$ cat src/legendre_poly_eval_defines.svh
// Assertion macros shared by the Legendre evaluator RTL.
`ifndef LEGENDRE_POLY_EVAL_DEFINES_SVH
`define LEGENDRE_POLY_EVAL_DEFINES_SVH

// Same-cycle implication, clocked on clk_i and disabled during reset.
`define LPE_ASSERT_IMP(lbl, ante, cons) \
  lbl: assert property (@(posedge clk_i) disable iff (!rst_ni) (ante) |-> (cons)) \
    else $error("legendre_poly_eval: same-cycle check failed");

// Next-cycle implication, clocked on clk_i and disabled during reset.
`define LPE_ASSERT_NXT(lbl, ante, cons) \
  lbl: assert property (@(posedge clk_i) disable iff (!rst_ni) (ante) |=> (cons)) \
    else $error("legendre_poly_eval: next-cycle check failed");

`endif

$ cat src/lpe_pkg.sv
// Package with types, constants, width helpers and cell programme for the evaluator.
package lpe_pkg;

  // Fixed field widths of the transactions.
  localparam int X_W   = 16;
  localparam int DEG_W = 3;
  localparam int OUT_W = 32;

  // Default number of fraction bits.
  localparam int FRAC_BITS_DEF = 14;

  // Number of multiply-add cells in the chain.
  localparam int NUM_CELLS = 3;

  // Degree codes.
  localparam logic [DEG_W-1:0] DEG_CONST   = 3'd0;
  localparam logic [DEG_W-1:0] DEG_LINEAR  = 3'd1;
  localparam logic [DEG_W-1:0] DEG_QUAD    = 3'd2;
  localparam logic [DEG_W-1:0] DEG_CUBIC   = 3'd3;
  localparam logic [DEG_W-1:0] DEG_QUARTIC = 3'd4;
  localparam logic [DEG_W-1:0] DEG_QUINTIC = 3'd5;

  // Saturation limits of the result.
  localparam logic signed [OUT_W-1:0] OUT_MAX = 32'sh7FFF_FFFF;
  localparam logic signed [OUT_W-1:0] OUT_MIN = 32'sh8000_0000;

  typedef struct packed {
    logic signed [X_W-1:0] x_value;
    logic [DEG_W-1:0]      degree;
  } lpe_in_t;

  typedef struct packed {
    logic signed [OUT_W-1:0] poly_value;
    logic                    bad_degree;
  } lpe_out_t;

  // Item context that travels alongside the accumulator.
  typedef struct packed {
    logic signed [X_W-1:0] x_value;
    logic [DEG_W-1:0]      degree;
  } lpe_side_t;

  // Multiplicand selection of a cell.
  typedef enum logic [1:0] {
    MUL_ONE,
    MUL_X,
    MUL_S
  } lpe_mul_e;

  // Additive constant of a cell, scaled by powers of the unit.
  typedef enum logic [2:0] {
    K_ZERO,
    K_M1_2F,
    K_P3_2F,
    K_M3_2F,
    K_P15_2F,
    K_M30_F,
    K_M70_F
  } lpe_coef_e;

  typedef struct packed {
    lpe_mul_e  mul;
    lpe_coef_e coef;
    logic      rnd;
  } lpe_op_t;

  function automatic int lpe_max(input int a, input int b);
    return (a > b) ? a : b;
  endfunction

  // Width of the initial accumulator (holds 2^F and the leading coefficients).
  function automatic int lpe_w0(input int f);
    return f + 2;
  endfunction

  // Width of the multiplicand: signed x or the unsigned square s.
  function automatic int lpe_mul_w(input int f);
    return lpe_max(X_W, 32 - f);
  endfunction

  // Width of the rounded square s = round(x^2 / 2^F).
  function automatic int lpe_sq_w(input int f);
    return 31 - f;
  endfunction

  // Width of the largest cell constant.
  function automatic int lpe_coef_w(input int f);
    return 2 * f + 6;
  endfunction

  // Accumulator width after the first cell.
  function automatic int lpe_w1(input int f);
    return lpe_max(lpe_max(37 - f, f + 8), 19);
  endfunction

  // Accumulator width after the second cell.
  function automatic int lpe_w2(input int f);
    int w1;
    w1 = lpe_w1(f);
    return lpe_max(lpe_max(34, 2 * f + 3), lpe_max(w1 + 32 - 2 * f, lpe_max(f + 7, w1)));
  endfunction

  // Accumulator width after the third cell.
  function automatic int lpe_w3(input int f);
    return lpe_max(lpe_w2(f) + 17, lpe_max(lpe_w1(f) + 33 - f, 2 * f + 4));
  endfunction

  // Operation of a cell for a degree: acc = acc * mul + coef, rounded by 2^F if rnd.
  function automatic lpe_op_t lpe_cell_op(input logic [DEG_W-1:0] degree, input int idx);
    lpe_op_t op;
    op = '{mul: MUL_ONE, coef: K_ZERO, rnd: 1'b0};
    unique case (idx)
      1: begin
        unique case (degree)
          DEG_CUBIC:   op = '{mul: MUL_X, coef: K_ZERO,  rnd: 1'b0};
          DEG_QUINTIC: op = '{mul: MUL_S, coef: K_M70_F, rnd: 1'b0};
          default:     op = '{mul: MUL_ONE, coef: K_ZERO, rnd: 1'b0};
        endcase
      end
      2: begin
        unique case (degree)
          DEG_QUAD:    op = '{mul: MUL_X, coef: K_ZERO,   rnd: 1'b0};
          DEG_CUBIC:   op = '{mul: MUL_X, coef: K_M3_2F,  rnd: 1'b0};
          DEG_QUARTIC: op = '{mul: MUL_S, coef: K_M30_F,  rnd: 1'b0};
          DEG_QUINTIC: op = '{mul: MUL_S, coef: K_P15_2F, rnd: 1'b1};
          default:     op = '{mul: MUL_ONE, coef: K_ZERO, rnd: 1'b0};
        endcase
      end
      default: begin
        unique case (degree)
          DEG_LINEAR:  op = '{mul: MUL_X, coef: K_ZERO,  rnd: 1'b0};
          DEG_QUAD:    op = '{mul: MUL_X, coef: K_M1_2F, rnd: 1'b0};
          DEG_CUBIC:   op = '{mul: MUL_X, coef: K_ZERO,  rnd: 1'b0};
          DEG_QUARTIC: op = '{mul: MUL_S, coef: K_P3_2F, rnd: 1'b0};
          DEG_QUINTIC: op = '{mul: MUL_X, coef: K_ZERO,  rnd: 1'b0};
          default:     op = '{mul: MUL_ONE, coef: K_ZERO, rnd: 1'b0};
        endcase
      end
    endcase
    return op;
  endfunction

endpackage

$ cat src/lpe_square.sv
// Front stage: squares the abscissa, rounds it and loads the leading coefficient.
module lpe_square
  import lpe_pkg::*;
#(
  parameter int FRAC_BITS = FRAC_BITS_DEF
) (
  input  logic                             clk_i,
  input  logic                             rst_ni,
  input  logic                             valid_i,
  output logic                             ready_o,
  input  lpe_in_t                          data_i,
  output logic                             valid_o,
  input  logic                             ready_i,
  output logic signed [lpe_w0(FRAC_BITS)-1:0] acc_o,
  output logic [lpe_sq_w(FRAC_BITS)-1:0]   s_o,
  output lpe_side_t                        side_o
);

  localparam int W0   = lpe_w0(FRAC_BITS);
  localparam int SQ_W = lpe_sq_w(FRAC_BITS);

  logic signed [2*X_W-1:0] sq;
  logic [2*X_W-1:0]        sq_rnd;
  logic signed [W0-1:0]    acc_d,  acc_q;
  logic [SQ_W-1:0]         s_d,    s_q;
  lpe_side_t               side_q;
  logic                    valid_q;

  // Square of x, rounded to F fraction bits; it is never negative.
  always_comb begin
    sq     = data_i.x_value * data_i.x_value;
    sq_rnd = sq + ((2*X_W)'(1) << (FRAC_BITS - 1));
    s_d    = SQ_W'(sq_rnd >> FRAC_BITS);
  end

  // Leading coefficient of the Horner evaluation for each degree.
  always_comb begin
    unique case (data_i.degree)
      DEG_CONST:   acc_d = W0'(1) <<< FRAC_BITS;
      DEG_LINEAR:  acc_d = W0'(1);
      DEG_QUAD:    acc_d = W0'(3);
      DEG_CUBIC:   acc_d = W0'(5);
      DEG_QUARTIC: acc_d = W0'(35);
      DEG_QUINTIC: acc_d = W0'(63);
      default:     acc_d = '0;
    endcase
  end

  assign ready_o = !valid_q || ready_i;

  // Stage register; it advances whenever the next stage can take the transaction.
  always_ff @(posedge clk_i or negedge rst_ni) begin
    if (!rst_ni) begin
      valid_q <= 1'b0;
    end else if (ready_o) begin
      valid_q <= valid_i;
    end
  end

  always_ff @(posedge clk_i) begin
    if (valid_i && ready_o) begin
      acc_q  <= acc_d;
      s_q    <= s_d;
      side_q <= '{x_value: data_i.x_value, degree: data_i.degree};
    end
  end

  assign valid_o = valid_q;
  assign acc_o   = acc_q;
  assign s_o     = s_q;
  assign side_o  = side_q;

endmodule

$ cat src/lpe_cell.sv
// Multiply-add cell of the chain: acc = acc * (1, x or s) + constant, optionally rounded.
module lpe_cell
  import lpe_pkg::*;
#(
  parameter int FRAC_BITS = FRAC_BITS_DEF,
  parameter int CELL_IDX  = 1,
  parameter int IN_W      = lpe_w0(FRAC_BITS),
  parameter int OUT_W     = lpe_w1(FRAC_BITS)
) (
  input  logic                           clk_i,
  input  logic                           rst_ni,
  input  logic                           valid_i,
  output logic                           ready_o,
  input  logic signed [IN_W-1:0]         acc_i,
  input  logic [lpe_sq_w(FRAC_BITS)-1:0] s_i,
  input  lpe_side_t                      side_i,
  output logic                           valid_o,
  input  logic                           ready_i,
  output logic signed [OUT_W-1:0]        acc_o,
  output logic [lpe_sq_w(FRAC_BITS)-1:0] s_o,
  output lpe_side_t                      side_o
);

  localparam int MW   = lpe_mul_w(FRAC_BITS);
  localparam int SQ_W = lpe_sq_w(FRAC_BITS);
  localparam int KW   = lpe_coef_w(FRAC_BITS);
  localparam int PW   = IN_W + MW;
  localparam int SW   = lpe_max(PW, KW) + 2;

  lpe_op_t               op;
  logic signed [MW-1:0]  mul_op;
  logic signed [KW-1:0]  coef;
  logic signed [PW-1:0]  prod;
  logic signed [SW-1:0]  sum;
  logic signed [SW-1:0]  sum_rnd;
  logic signed [OUT_W-1:0] acc_d, acc_q;
  logic [SQ_W-1:0]       s_q;
  lpe_side_t             side_q;
  logic                  valid_q;

  // Decode this cell's step of the programme for the item's degree.
  always_comb begin
    op = lpe_cell_op(side_i.degree, CELL_IDX);
  end

  // Multiplicand selection.
  always_comb begin
    unique case (op.mul)
      MUL_X:   mul_op = MW'(side_i.x_value);
      MUL_S:   mul_op = MW'($signed({1'b0, s_i}));
      default: mul_op = MW'(1);
    endcase
  end

  // Constant term, scaled by the unit or its square.
  always_comb begin
    unique case (op.coef)
      K_M1_2F:  coef = -(KW'(1) <<< (2 * FRAC_BITS));
      K_P3_2F:  coef = KW'(3) <<< (2 * FRAC_BITS);
      K_M3_2F:  coef = -(KW'(3) <<< (2 * FRAC_BITS));
      K_P15_2F: coef = KW'(15) <<< (2 * FRAC_BITS);
      K_M30_F:  coef = -(KW'(30) <<< FRAC_BITS);
      K_M70_F:  coef = -(KW'(70) <<< FRAC_BITS);
      default:  coef = '0;
    endcase
  end

  // Multiply-add with round-half-up by 2^F where the programme asks for it.
  always_comb begin
    prod    = acc_i * mul_op;
    sum     = SW'(prod) + SW'(coef);
    sum_rnd = (sum + (SW'(1) <<< (FRAC_BITS - 1))) >>> FRAC_BITS;
    acc_d   = op.rnd ? OUT_W'(sum_rnd) : OUT_W'(sum);
  end

  assign ready_o = !valid_q || ready_i;

  always_ff @(posedge clk_i or negedge rst_ni) begin
    if (!rst_ni) begin
      valid_q <= 1'b0;
    end else if (ready_o) begin
      valid_q <= valid_i;
    end
  end

  always_ff @(posedge clk_i) begin
    if (valid_i && ready_o) begin
      acc_q  <= acc_d;
      s_q    <= s_i;
      side_q <= side_i;
    end
  end

  assign valid_o = valid_q;
  assign acc_o   = acc_q;
  assign s_o     = s_q;
  assign side_o  = side_q;

endmodule

$ cat src/lpe_round_sat.sv
// Output stage: final rounding shift per degree, saturation and the degree check.
module lpe_round_sat
  import lpe_pkg::*;
#(
  parameter int FRAC_BITS = FRAC_BITS_DEF,
  parameter int IN_W      = lpe_w3(FRAC_BITS)
) (
  input  logic                    clk_i,
  input  logic                    rst_ni,
  input  logic                    valid_i,
  output logic                    ready_o,
  input  logic signed [IN_W-1:0]  acc_i,
  input  logic [DEG_W-1:0]        degree_i,
  output logic                    valid_o,
  input  logic                    ready_i,
  output lpe_out_t                data_o
);

  localparam int VW = IN_W + 1;

  logic signed [VW-1:0] v_ext;
  logic signed [VW-1:0] shifted;
  lpe_out_t             data_d, data_q;
  logic                 valid_q;

  // Final scaling back to F fraction bits, rounding half up.
  always_comb begin
    v_ext = VW'(acc_i);
    case (degree_i) inside
      DEG_CONST, DEG_LINEAR:
        shifted = v_ext;
      DEG_QUAD:
        shifted = (v_ext + (VW'(1) <<< FRAC_BITS)) >>> (FRAC_BITS + 1);
      DEG_CUBIC:
        shifted = (v_ext + (VW'(1) <<< (2 * FRAC_BITS))) >>> (2 * FRAC_BITS + 1);
      DEG_QUARTIC, DEG_QUINTIC:
        shifted = (v_ext + (VW'(1) <<< (FRAC_BITS + 2))) >>> (FRAC_BITS + 3);
      default:
        shifted = '0;
    endcase
  end

  // Saturate to 32 bits; an unsupported degree gives zero and the flag.
  always_comb begin
    if (degree_i > DEG_QUINTIC) begin
      data_d = '{poly_value: '0, bad_degree: 1'b1};
    end else if (shifted > VW'(OUT_MAX)) begin
      data_d = '{poly_value: OUT_MAX, bad_degree: 1'b0};
    end else if (shifted < VW'(OUT_MIN)) begin
      data_d = '{poly_value: OUT_MIN, bad_degree: 1'b0};
    end else begin
      data_d = '{poly_value: OUT_W'(shifted), bad_degree: 1'b0};
    end
  end

  assign ready_o = !valid_q || ready_i;

  always_ff @(posedge clk_i or negedge rst_ni) begin
    if (!rst_ni) begin
      valid_q <= 1'b0;
    end else if (ready_o) begin
      valid_q <= valid_i;
    end
  end

  always_ff @(posedge clk_i) begin
    if (valid_i && ready_o) begin
      data_q <= data_d;
    end
  end

  assign valid_o = valid_q;
  assign data_o  = data_q;

endmodule

$ cat src/legendre_poly_eval.sv
// Top level of the Legendre polynomial evaluator, degrees 0 to 5.
//
// Each input transaction carries a signed abscissa with FRAC_BITS fraction bits and a
// degree; each produces exactly one result transaction holding P_degree(x) with
// FRAC_BITS fraction bits, saturated to 32 bits, plus a flag for degrees 6 and 7
// (whose value is then zero). The evaluator is a five-stage pipeline: a squaring
// stage, a chain of three multiply-add cells that each run one step of a Horner
// programme chosen by the degree, and a rounding and saturation stage that is also
// the output register. It accepts one transaction per clock cycle when the output is
// not stalled. Each transaction passes the squaring register, the three cell
// registers and the output register before its result is offered. Every stage holds
// its own valid bit, so empty stages fill while a finished result waits to be taken.
`include "legendre_poly_eval_defines.svh"

module legendre_poly_eval
  import lpe_pkg::*;
#(
  parameter int FRAC_BITS = FRAC_BITS_DEF
) (
  input  logic     clk_i,
  input  logic     rst_ni,
  input  logic     in_valid_i,
  output logic     in_ready_o,
  input  lpe_in_t  in_data_i,
  output logic     out_valid_o,
  input  logic     out_ready_i,
  output lpe_out_t out_data_o
);

  localparam int W0   = lpe_w0(FRAC_BITS);
  localparam int W1   = lpe_w1(FRAC_BITS);
  localparam int W2   = lpe_w2(FRAC_BITS);
  localparam int W3   = lpe_w3(FRAC_BITS);
  localparam int SQ_W = lpe_sq_w(FRAC_BITS);

  logic                 v0, v1, v2, v3;
  logic                 r0, r1, r2, r3;
  logic signed [W0-1:0] acc0;
  logic signed [W1-1:0] acc1;
  logic signed [W2-1:0] acc2;
  logic signed [W3-1:0] acc3;
  logic [SQ_W-1:0]      s0, s1, s2;
  lpe_side_t            side0, side1, side2, side3;

  // Squaring stage and leading coefficient.
  lpe_square #(
    .FRAC_BITS (FRAC_BITS)
  ) u_square (
    .clk_i   (clk_i),
    .rst_ni  (rst_ni),
    .valid_i (in_valid_i),
    .ready_o (in_ready_o),
    .data_i  (in_data_i),
    .valid_o (v0),
    .ready_i (r0),
    .acc_o   (acc0),
    .s_o     (s0),
    .side_o  (side0)
  );

  // Chain of multiply-add cells.
  lpe_cell #(
    .FRAC_BITS (FRAC_BITS),
    .CELL_IDX  (1),
    .IN_W      (W0),
    .OUT_W     (W1)
  ) u_cell1 (
    .clk_i   (clk_i),
    .rst_ni  (rst_ni),
    .valid_i (v0),
    .ready_o (r0),
    .acc_i   (acc0),
    .s_i     (s0),
    .side_i  (side0),
    .valid_o (v1),
    .ready_i (r1),
    .acc_o   (acc1),
    .s_o     (s1),
    .side_o  (side1)
  );

  lpe_cell #(
    .FRAC_BITS (FRAC_BITS),
    .CELL_IDX  (2),
    .IN_W      (W1),
    .OUT_W     (W2)
  ) u_cell2 (
    .clk_i   (clk_i),
    .rst_ni  (rst_ni),
    .valid_i (v1),
    .ready_o (r1),
    .acc_i   (acc1),
    .s_i     (s1),
    .side_i  (side1),
    .valid_o (v2),
    .ready_i (r2),
    .acc_o   (acc2),
    .s_o     (s2),
    .side_o  (side2)
  );

  lpe_cell #(
    .FRAC_BITS (FRAC_BITS),
    .CELL_IDX  (NUM_CELLS),
    .IN_W      (W2),
    .OUT_W     (W3)
  ) u_cell3 (
    .clk_i   (clk_i),
    .rst_ni  (rst_ni),
    .valid_i (v2),
    .ready_o (r2),
    .acc_i   (acc2),
    .s_i     (s2),
    .side_i  (side2),
    .valid_o (v3),
    .ready_i (r3),
    .acc_o   (acc3),
    .s_o     (),
    .side_o  (side3)
  );

  // Final rounding, saturation and output register.
  lpe_round_sat #(
    .FRAC_BITS (FRAC_BITS),
    .IN_W      (W3)
  ) u_round_sat (
    .clk_i    (clk_i),
    .rst_ni   (rst_ni),
    .valid_i  (v3),
    .ready_o  (r3),
    .acc_i    (acc3),
    .degree_i (side3.degree),
    .valid_o  (out_valid_o),
    .ready_i  (out_ready_i),
    .data_o   (out_data_o)
  );

  // A ready sink lets the whole pipeline move, so the input side is open too.
  `LPE_ASSERT_IMP(a_ready_flows, out_ready_i, in_ready_o)
  // The linear programme must leave x unchanged at the end of the cell chain.
  `LPE_ASSERT_IMP(a_linear_passes, v3 && (side3.degree == DEG_LINEAR), acc3 == W3'(side3.x_value))
  // A last-cell transaction taken by a free output stage shows up as a result next cycle.
  `LPE_ASSERT_NXT(a_result_loaded, v3 && r3, out_valid_o)
  // An unsupported degree always comes out as zero.
  `LPE_ASSERT_IMP(a_bad_is_zero, out_valid_o && out_data_o.bad_degree, out_data_o.poly_value == '0)

endmodule
$ cat config.mk
export PLATFORM = sky130hd
export DESIGN_NAME = legendre_poly_eval
export DESIGN_NICKNAME = d
export VERILOG_FILES = /design/src/lpe_pkg.sv /design/src/lpe_square.sv /design/src/lpe_cell.sv /design/src/lpe_round_sat.sv /design/src/legendre_poly_eval.sv
export VERILOG_INCLUDE_DIRS = /design/src /design/src/src
export SDC_FILE = /design/constraint.sdc
export NUM_CORES = 2
export LEC_CHECK = 0
export ABC_AREA = 1
export BUFFER_PORTS_ARGS = -buffer_cell sky130_fd_sc_hd__buf_2
export CAP_MARGIN = 20
export CELL_PAD_IN_SITES_DETAIL_PLACEMENT = 0
export CELL_PAD_IN_SITES_GLOBAL_PLACEMENT = 1
export CORE_ASPECT_RATIO = 1.5
export CORE_MARGIN = 10
export CORE_UTILIZATION = 52
export DETAILED_ROUTE_END_ITERATION = 16
export GPL_TIMING_DRIVEN = 1
export PLACE_DENSITY_LB_ADDON = 0.08
export SKIP_CTS_REPAIR_TIMING = 1
export SYNTH_ARGS = -nofsm -noshare
export SYNTH_HDL_FRONTEND = slang
export SYNTH_SLANG_ARGS = --single-unit
$ cat constraint.sdc
create_clock -name clk_i -period 9.3 [get_ports clk_i]
set_input_delay 0 -clock clk_i [delete_from_list [all_inputs] [get_ports clk_i]]
set_output_delay 0 -clock clk_i [all_outputs]
set_load 0.02 [all_outputs]
### Word-level counts from Yosys, hierarchy flattened

Cells that the tools add are included.

| operators by class | value |
|---|---|
| multipliers | 4 |
| reductions and logical operators | 21 |
| equality and inequality tests | 45 |
| add/sub/neg operators | 10 |
| multiplexer cells | 19 |
| magnitude comparators | 3 |

Operators by type and width:

| kind | number |
|---|---|
| 34-bit one-hot mux with 6 select lines | 3 |
| 52-bit two-way mux | 4 |
| 18-bit one-hot mux with 2 select lines | 3 |
| 15-bit one-hot mux with 6 select lines | 1 |
| 54-bit by 15-bit adder with 54-bit output (second input constant) | 1 |
| 3-bit == test (second input constant) | 18 |
| 52-bit by 34-bit adder with 53-bit output | 1 |
| 51-bit by 16-bit adder with 52-bit output (second input constant) | 1 |
| 51-bit by 18-bit adder with 52-bit output (second input constant) | 1 |
| 51-bit by 30-bit adder with 52-bit output (second input constant) | 1 |
| 52-bit by 32-bit greater-than comparator with 1-bit output (second input constant) | 1 |
| 52-bit by 32-bit < comparator with 1-bit output (second input constant) | 1 |
| 34-bit by 18-bit multiplier with 52-bit output | 1 |
| 51-bit two-way mux | 1 |
| 3-bit by 2-bit == test with 1-bit output (second input constant) | 15 |
| 43-bit by 15-bit adder with 43-bit output (second input constant) | 1 |
| 41-bit by 34-bit adder with 42-bit output | 1 |
| 23-bit by 18-bit multiplier with 41-bit output | 1 |
| 36-bit by 15-bit adder with 36-bit output (second input constant) | 1 |
| 34-bit by 34-bit adder with 35-bit output | 1 |
| 16-bit by 18-bit multiplier with 34-bit output | 1 |
| 34-bit two-way mux | 1 |
| 33-bit two-way mux | 1 |
| 32-bit two-way mux | 1 |
| other kinds (16) | 40 |

| storage, ports and cells | value |
|---|---|
| logic and storage cells | 124 |
| output and inout bits | 35 |
| bits in registers | 272 |

### Depth between registers and ports, before layout

| logic depth | value |
|---|---|
| word-level depth | 9 |
| gate-level depth with buffers | 43 |

### Cells and area by module

From an unflattened synthesis, not the netlist that was laid out.

| second synthesis, totals | value |
|---|---|
| cell total of the unflattened synthesis | 8719 |
| area total of the unflattened synthesis | 70207.3 µm² |

Modules (own cells, without submodules):

| module | instances | cells an instance | area an instance (µm²) | sequential area each (µm²) |
|---|---|---|---|---|
| lpe_cell (u_cell3) | 1 | 2993 | 24780.0 | 2637.5 |
| lpe_cell (u_cell2) | 1 | 2549 | 20158.1 | 2127.0 |
| lpe_square | 1 | 1323 | 10988.0 | 1286.2 |
| lpe_cell (u_cell1) | 1 | 1127 | 9810.7 | 1796.7 |
| lpe_round_sat | 1 | 727 | 4470.5 | 1016.0 |

### Least setup slack after synthesis

OpenSTA, ideal clock, no wires.

| timing | value |
|---|---|
| kind | reg2reg |
| from | register u_cell1.side_q (netlist bit u_cell1.side_o[2]) |
| to | register u_cell2.acc_q[26], in the netlist u_cell2.acc_o[26], data pin |
| library setup time | 0.253 ns |
| required time | 9.047 ns |
| slack | 1.557 ns |
| arrival time | 7.490 ns |
| stages on the path, launching flop included | 37 |
| cells stage by stage | edfxtp_1 -> nor2_1 -> inv_1 -> ha_1 -> clkbuf_1 -> clkbuf_1 -> a22o_1 -> nand2_1 -> clkbuf_1 -> nor2_1 -> fa_1 -> inv_1 -> fa_1 -> inv_1 -> fa_1 -> fa_1 -> inv_1 -> fa_1 -> fa_1 -> inv_1 -> ha_1 -> ha_1 -> nand2_1 -> nor2_1 -> nand3_1 -> nor2_1 -> nand3_1 -> nand3_1 -> nand2_1 -> nand2_1 -> nand3_1 -> nor2_1 -> nand3_1 -> nand2_1 -> nand2_1 -> nand2_1 -> nand2_1 |

| between the ends | value |
|---|---|
| word-level cells in the longest chain between the ends | 8 |
| elaborated cells on any way between the ends | 19 |
| those cells by class | 2 x add/sub; 1 x mul; 12 x eq/ne; 4 x mux |

Ends and longest elaborated chain:

| item | RTL line | source |
|---|---|---|
| from (decl) | lpe_cell.sv:38 | `lpe_side_t side_q;` |
| from (signal assigned) | lpe_cell.sv:90 | `side_q <= side_i;` |
| 3-bit == test or 3-bit by 2-bit == test with 1-bit output (tied branches) | lpe_pkg.sv:121 | `unique case (degree)` |
| 6-bit one-hot mux with 4 select lines (*) | lpe_pkg.sv:121 |  |
| 2-bit == test or 2-bit by 1-bit == test with 1-bit output (tied branches) | lpe_cell.sv:48 | `unique case (op.mul)` |
| 18-bit one-hot mux with 2 select lines | lpe_cell.sv:48 |  |
| 23-bit by 18-bit multiplier with 41-bit output | lpe_cell.sv:70 | `prod = acc_i * mul_op;` |
| 41-bit by 34-bit adder with 42-bit output | lpe_cell.sv:71 | `sum = SW'(prod) + SW'(coef);` |
| 43-bit by 15-bit adder with 43-bit output | lpe_cell.sv:72 | `sum_rnd = (sum + (SW'(1) <<< (FRAC_BITS - 1))) >>> FRAC_BITS;` |
| 34-bit two-way mux (*) | lpe_cell.sv:73 | `acc_d = op.rnd ? OUT_W'(sum_rnd) : OUT_W'(sum);` |
| net u_cell2.acc_d[26] | lpe_cell.sv:36 | `logic signed [OUT_W-1:0] acc_d, acc_q;` |
| to (signal assigned) | lpe_cell.sv:88 | `acc_q <= acc_d;` |
| to (decl) | lpe_cell.sv:36 |  |

Mark *: on every way through the listed nets, which the timed path passes. The rest lies on a longest branch.
A chain may end at the register's enable or synchronous reset.

### Worst setup path after layout

| timing | value |
|---|---|
| from | register u_cell1.side_q (netlist bit u_cell1.side_o[1]) |
| to | register u_cell2.acc_q[25], in the netlist u_cell2.acc_o[25], data pin |

The elaborated chain is that of the path after synthesis.

==> summary.md <==
| Metric | Value |
|---|---|
| Adder-cell share of the synthesized area | `51.1%` |
| Multiplexer area fraction after synthesis | `0%` |
| I/O Buffers | `57` |
| Initial Util | `52.5%` |
| Initial antenna violation count | `0` |
| Syn Nets | `around 9,000` |
| MaxCap Viol Count | `0` |
| Die ar. | `between 0.1 and 0.15 mm²` |
| Main flop type after synthesis | `edfxtp_1` |
| Core region area | `0.119 mm²` |
| Final wirelength | `around 200,000 µm` |
| Setup violators final | `0` |
| Dpl cells | `slightly below 9,000` |
| Final Max Slew Viols | `0` |
| Hpwl dp | `172,000 µm` |
| Average wire per standard cell | `roughly 22 µm` |
| Clock Latency Late Sink | `between 0.5 and 0.6 ns` |
| Synth async-reset ratio | `1.90%` |
| Main combinational cell family by area after synthesis | `adder cells` |
| H-tree depth | `2` |
| Worst-path maximum fanout | `16` |
| Antenna-violating nets left | `0` |
| Post-synthesis instance area | `roughly 0.063 mm²` |
| CP arrival | `9.08 ns` |
| Vias in the first global route | `53,900` |
| Share of cells above drive strength 1 | `between 4 and 5%` |
| Worst endpoint required time | `9.60 ns` |
| Vias per cell | `5.38` |
| Max Clk Rate | `~110 MHz` |
| Pin count of the biggest net entering global routing | `71` |
| Num rows | `155` |
| Simple-gate area share of the yosys netlist | `~17%` |
| DRC viols | `0` |
| Worst Skew | `about 0.042 ns` |
| CP dominant cell by count | `nand2_1` |
| Nets@finish | `about 9,200` |
| Die width | `just over 300 µm` |
| Mapped Cells | `approximately 7,400` |
| Routability cong. | `between 1 and 1.5` |
| FF+latch count, synth | `between 200 and 300` |
| Final Critical Period | `a little under 9 ns` |
| Fin crit share | `around 94%` |
| Area grow syn2layout | `5.99%` |
| Worst setup EP type | `register` |
| Total grt overflow | `0` |
| Slowest stage delay, CP | `0.68 ns` |
| Final Hold Fails | `0` |
| Sequential share of the synthesized area | `roughly an eighth` |
| Vias post-DR | `48,500` |
| Xor/xnor cell area share of the yosys netlist | `approximately 2.3%` |
| # IOs | `58` |
| Die height | `roughly 440 µm` |
| CP Launch Type | `register` |
| Total Routing Usage GR | `between 30% and 40%` |
| Yosys warns | `0` |
| Syn_area_per_cell | `~8.5 µm²` |
| CTS tree | `yes` |
| DR iter-0 viols | `about 3,400` |
| Synth unique cells | `58` |
| First-pass DRT Iterations | `8` |
| Slew headroom | `29.1%` |
| Util after Layout | `around 56%` |
| Number of enable flip-flop cells after synthesis | `about 260` |
| Crit Path Class | `register to register` |
| Min-delay worst type | `input pin to register` |
| Critical-path top delay cell | `fa_1` |
| Root Buffer | `clkbuf_16` |
| CTS sink count | `roughly 260` |
| Fillers | `between 10,000 and 15,000` |
| Run status | `complete, no violations` |
| First-pass GRT wire length | `between 300,000 and 400,000 µm` |
| Compound-cell area share of the yosys netlist | `under 10%` |
| Post-route insts no fill | `between 9,000 and 10,000` |
| Worst-path clk slew | `0.06 ns` |
| Worst-Margin Slew | `between 1 and 1.5 ns` |
| Total CTS buffers | `35` |
| Clock Path Buffers | `3` |
cell type report:
class                           count  area, µm²  area share [%]
Antenna cell                        1       2.50         0.00377
Inverter                         1905       7150            10.8
Sequential cell                   263       7870            11.9
Clock buffer                       44        941            1.42
Timing Repair Buffer              192       1360            2.06
Tap cell                         1570       1960            2.96
Multi-Input combinational cell   5019      46800            70.6
Clock inverter                     18        223           0.336
worst paths after layout:
kind                       cells past startpoint                    startpoint  slack, ns                              end
setup reg to reg                              36   u_cell1.side_o[1]$_DFFE_PP_       0.53      u_cell2.acc_o[25]$_DFFE_PP_
setup / recovery                              36   u_cell1.side_o[1]$_DFFE_PP_       0.53      u_cell2.acc_o[25]$_DFFE_PP_
hold reg to reg                                0  u_cell1.side_o[12]$_DFFE_PP_       0.45     u_cell2.side_o[12]$_DFFE_PP_
hold / removal                                 1                  in_data_i[9]      0.009     u_square.side_o[9]$_DFFE_PP_
max in group asynchronous                      3                        rst_ni       8.46      u_cell1.valid_o$_DFFE_PN0P_
min in group asynchronous                      3                        rst_ni       0.45  u_round_sat.valid_o$_DFFE_PN0P_
critical path: cells and delay by family (launching register included):
kind / cells / cell delay [ns]
compound gates: 1 / 0.29
fa+ha+maj: 9 / 4.37
buf+inv: 8 / 1.03
flops: 1 / 0.39
simple gates: 18 / 2.42
per-layer routing:
| layer | up-vias | part of all wire [%] | GRT usage (%) |
|---|---|---|---|
| met5 | - | 0 | 0 |
| met4 | 0 | 8.5 | 21.0 |
| met3 | 650 | 4.3 | 2.67 |
| met2 | 1594 | 53 | 56.6 |
| met1 | 24400 | 35 | 33.2 |
| li1 | 21800 | - | - |
Yosys cell counts, drive strengths merged (9+ instances only):
master  count  area [µm²]
inv      1886        7080
nand2    1567        5910
fa       1336       26700
nor2      761        2960
ha        418        5230
edfxtp    258        7750
a21oi     194         971
o21ai     177         890
clkbuf    174         654
nand3     132         686
xor2       96         863
xnor2      65         569
nor3       46         269
nand4      43         269
a22o       29         254
buf        26         160
a31oi      20         125
clkinv     19        71.3
nor4       17         106
o21bai     17         128
o211ai     12        90.1
a21o       10        75.1
o22ai      10        62.6
nand3b      9        67.6
or2         9        56.3
sequential cells by signal (all words and copies together), names as in the netlist:
register             count
u_cell2.valid_o          1
u_cell1.acc_o           23
u_square.acc_o           6
u_cell2.side_o          19
u_round_sat.valid_o      1
u_cell1.s_o             17
u_square.valid_o         1
u_square.side_o         19
u_cell3.side_o           3
u_square.s_o            17
u_cell1.side_o          19
u_cell3.acc_o           51
u_cell1.valid_o          1
u_cell3.valid_o          1
u_round_sat.data_o      33
u_cell2.acc_o           34
u_cell2.s_o             17
cells by family after synthesis:
logic type               after synthesis
other                                  2
flip-flops                           263
XOR/XNOR                             161
adder cells (fa/ha/maj)             1754
AO/OA/AOI/OAI                        506
AND/OR/NAND/NOR                     2596
buffers and inverters               2105
placed cells by master (no fill, tap or decap), types with 21 or more instances in the layout:
cell type / Yosys / layout
ha_1: 418 / 416
nor3_1: 42 / 39
a21oi_1: 194 / 194
clkbuf_16: 0 / 36
a22o_1: 29 / 29
nor2_2: 20 / 22
buf_2: 5 / 57
clkinv_1: 19 / 22
xnor2_1: 65 / 65
nand2_1: 1554 / 1553
o21ai_0: 163 / 163
nor2_1: 735 / 730
nand3_1: 127 / 126
edfxtp_1: 258 / 258
inv_1: 1873 / 1870
xor2_1: 93 / 93
buf_4: 3 / 113
fa_1: 1336 / 1333
nand4_1: 43 / 43
dlygate4sd3_1: 0 / 21
stage by stage:
step           setup slack [ns]  setup TNS (ns)  hold slack, ns  instance area [µm²]
3_3_place_gp              0.204               0          -0.124                64900
4_1_cts                   0.180               0          -0.750                66000
5_1_grt                 -0.0155         -0.0160         0.00866                66300
2_1_floorplan              1.56               0          -0.296                62600
3_5_place_dp              0.217               0          -0.125                64900
6_report                  0.527               0         0.00927                66300
Power is left out: the tool's default activity adds up to more than one toggle a clock period on the data nets, which glitch-free logic cannot reach.
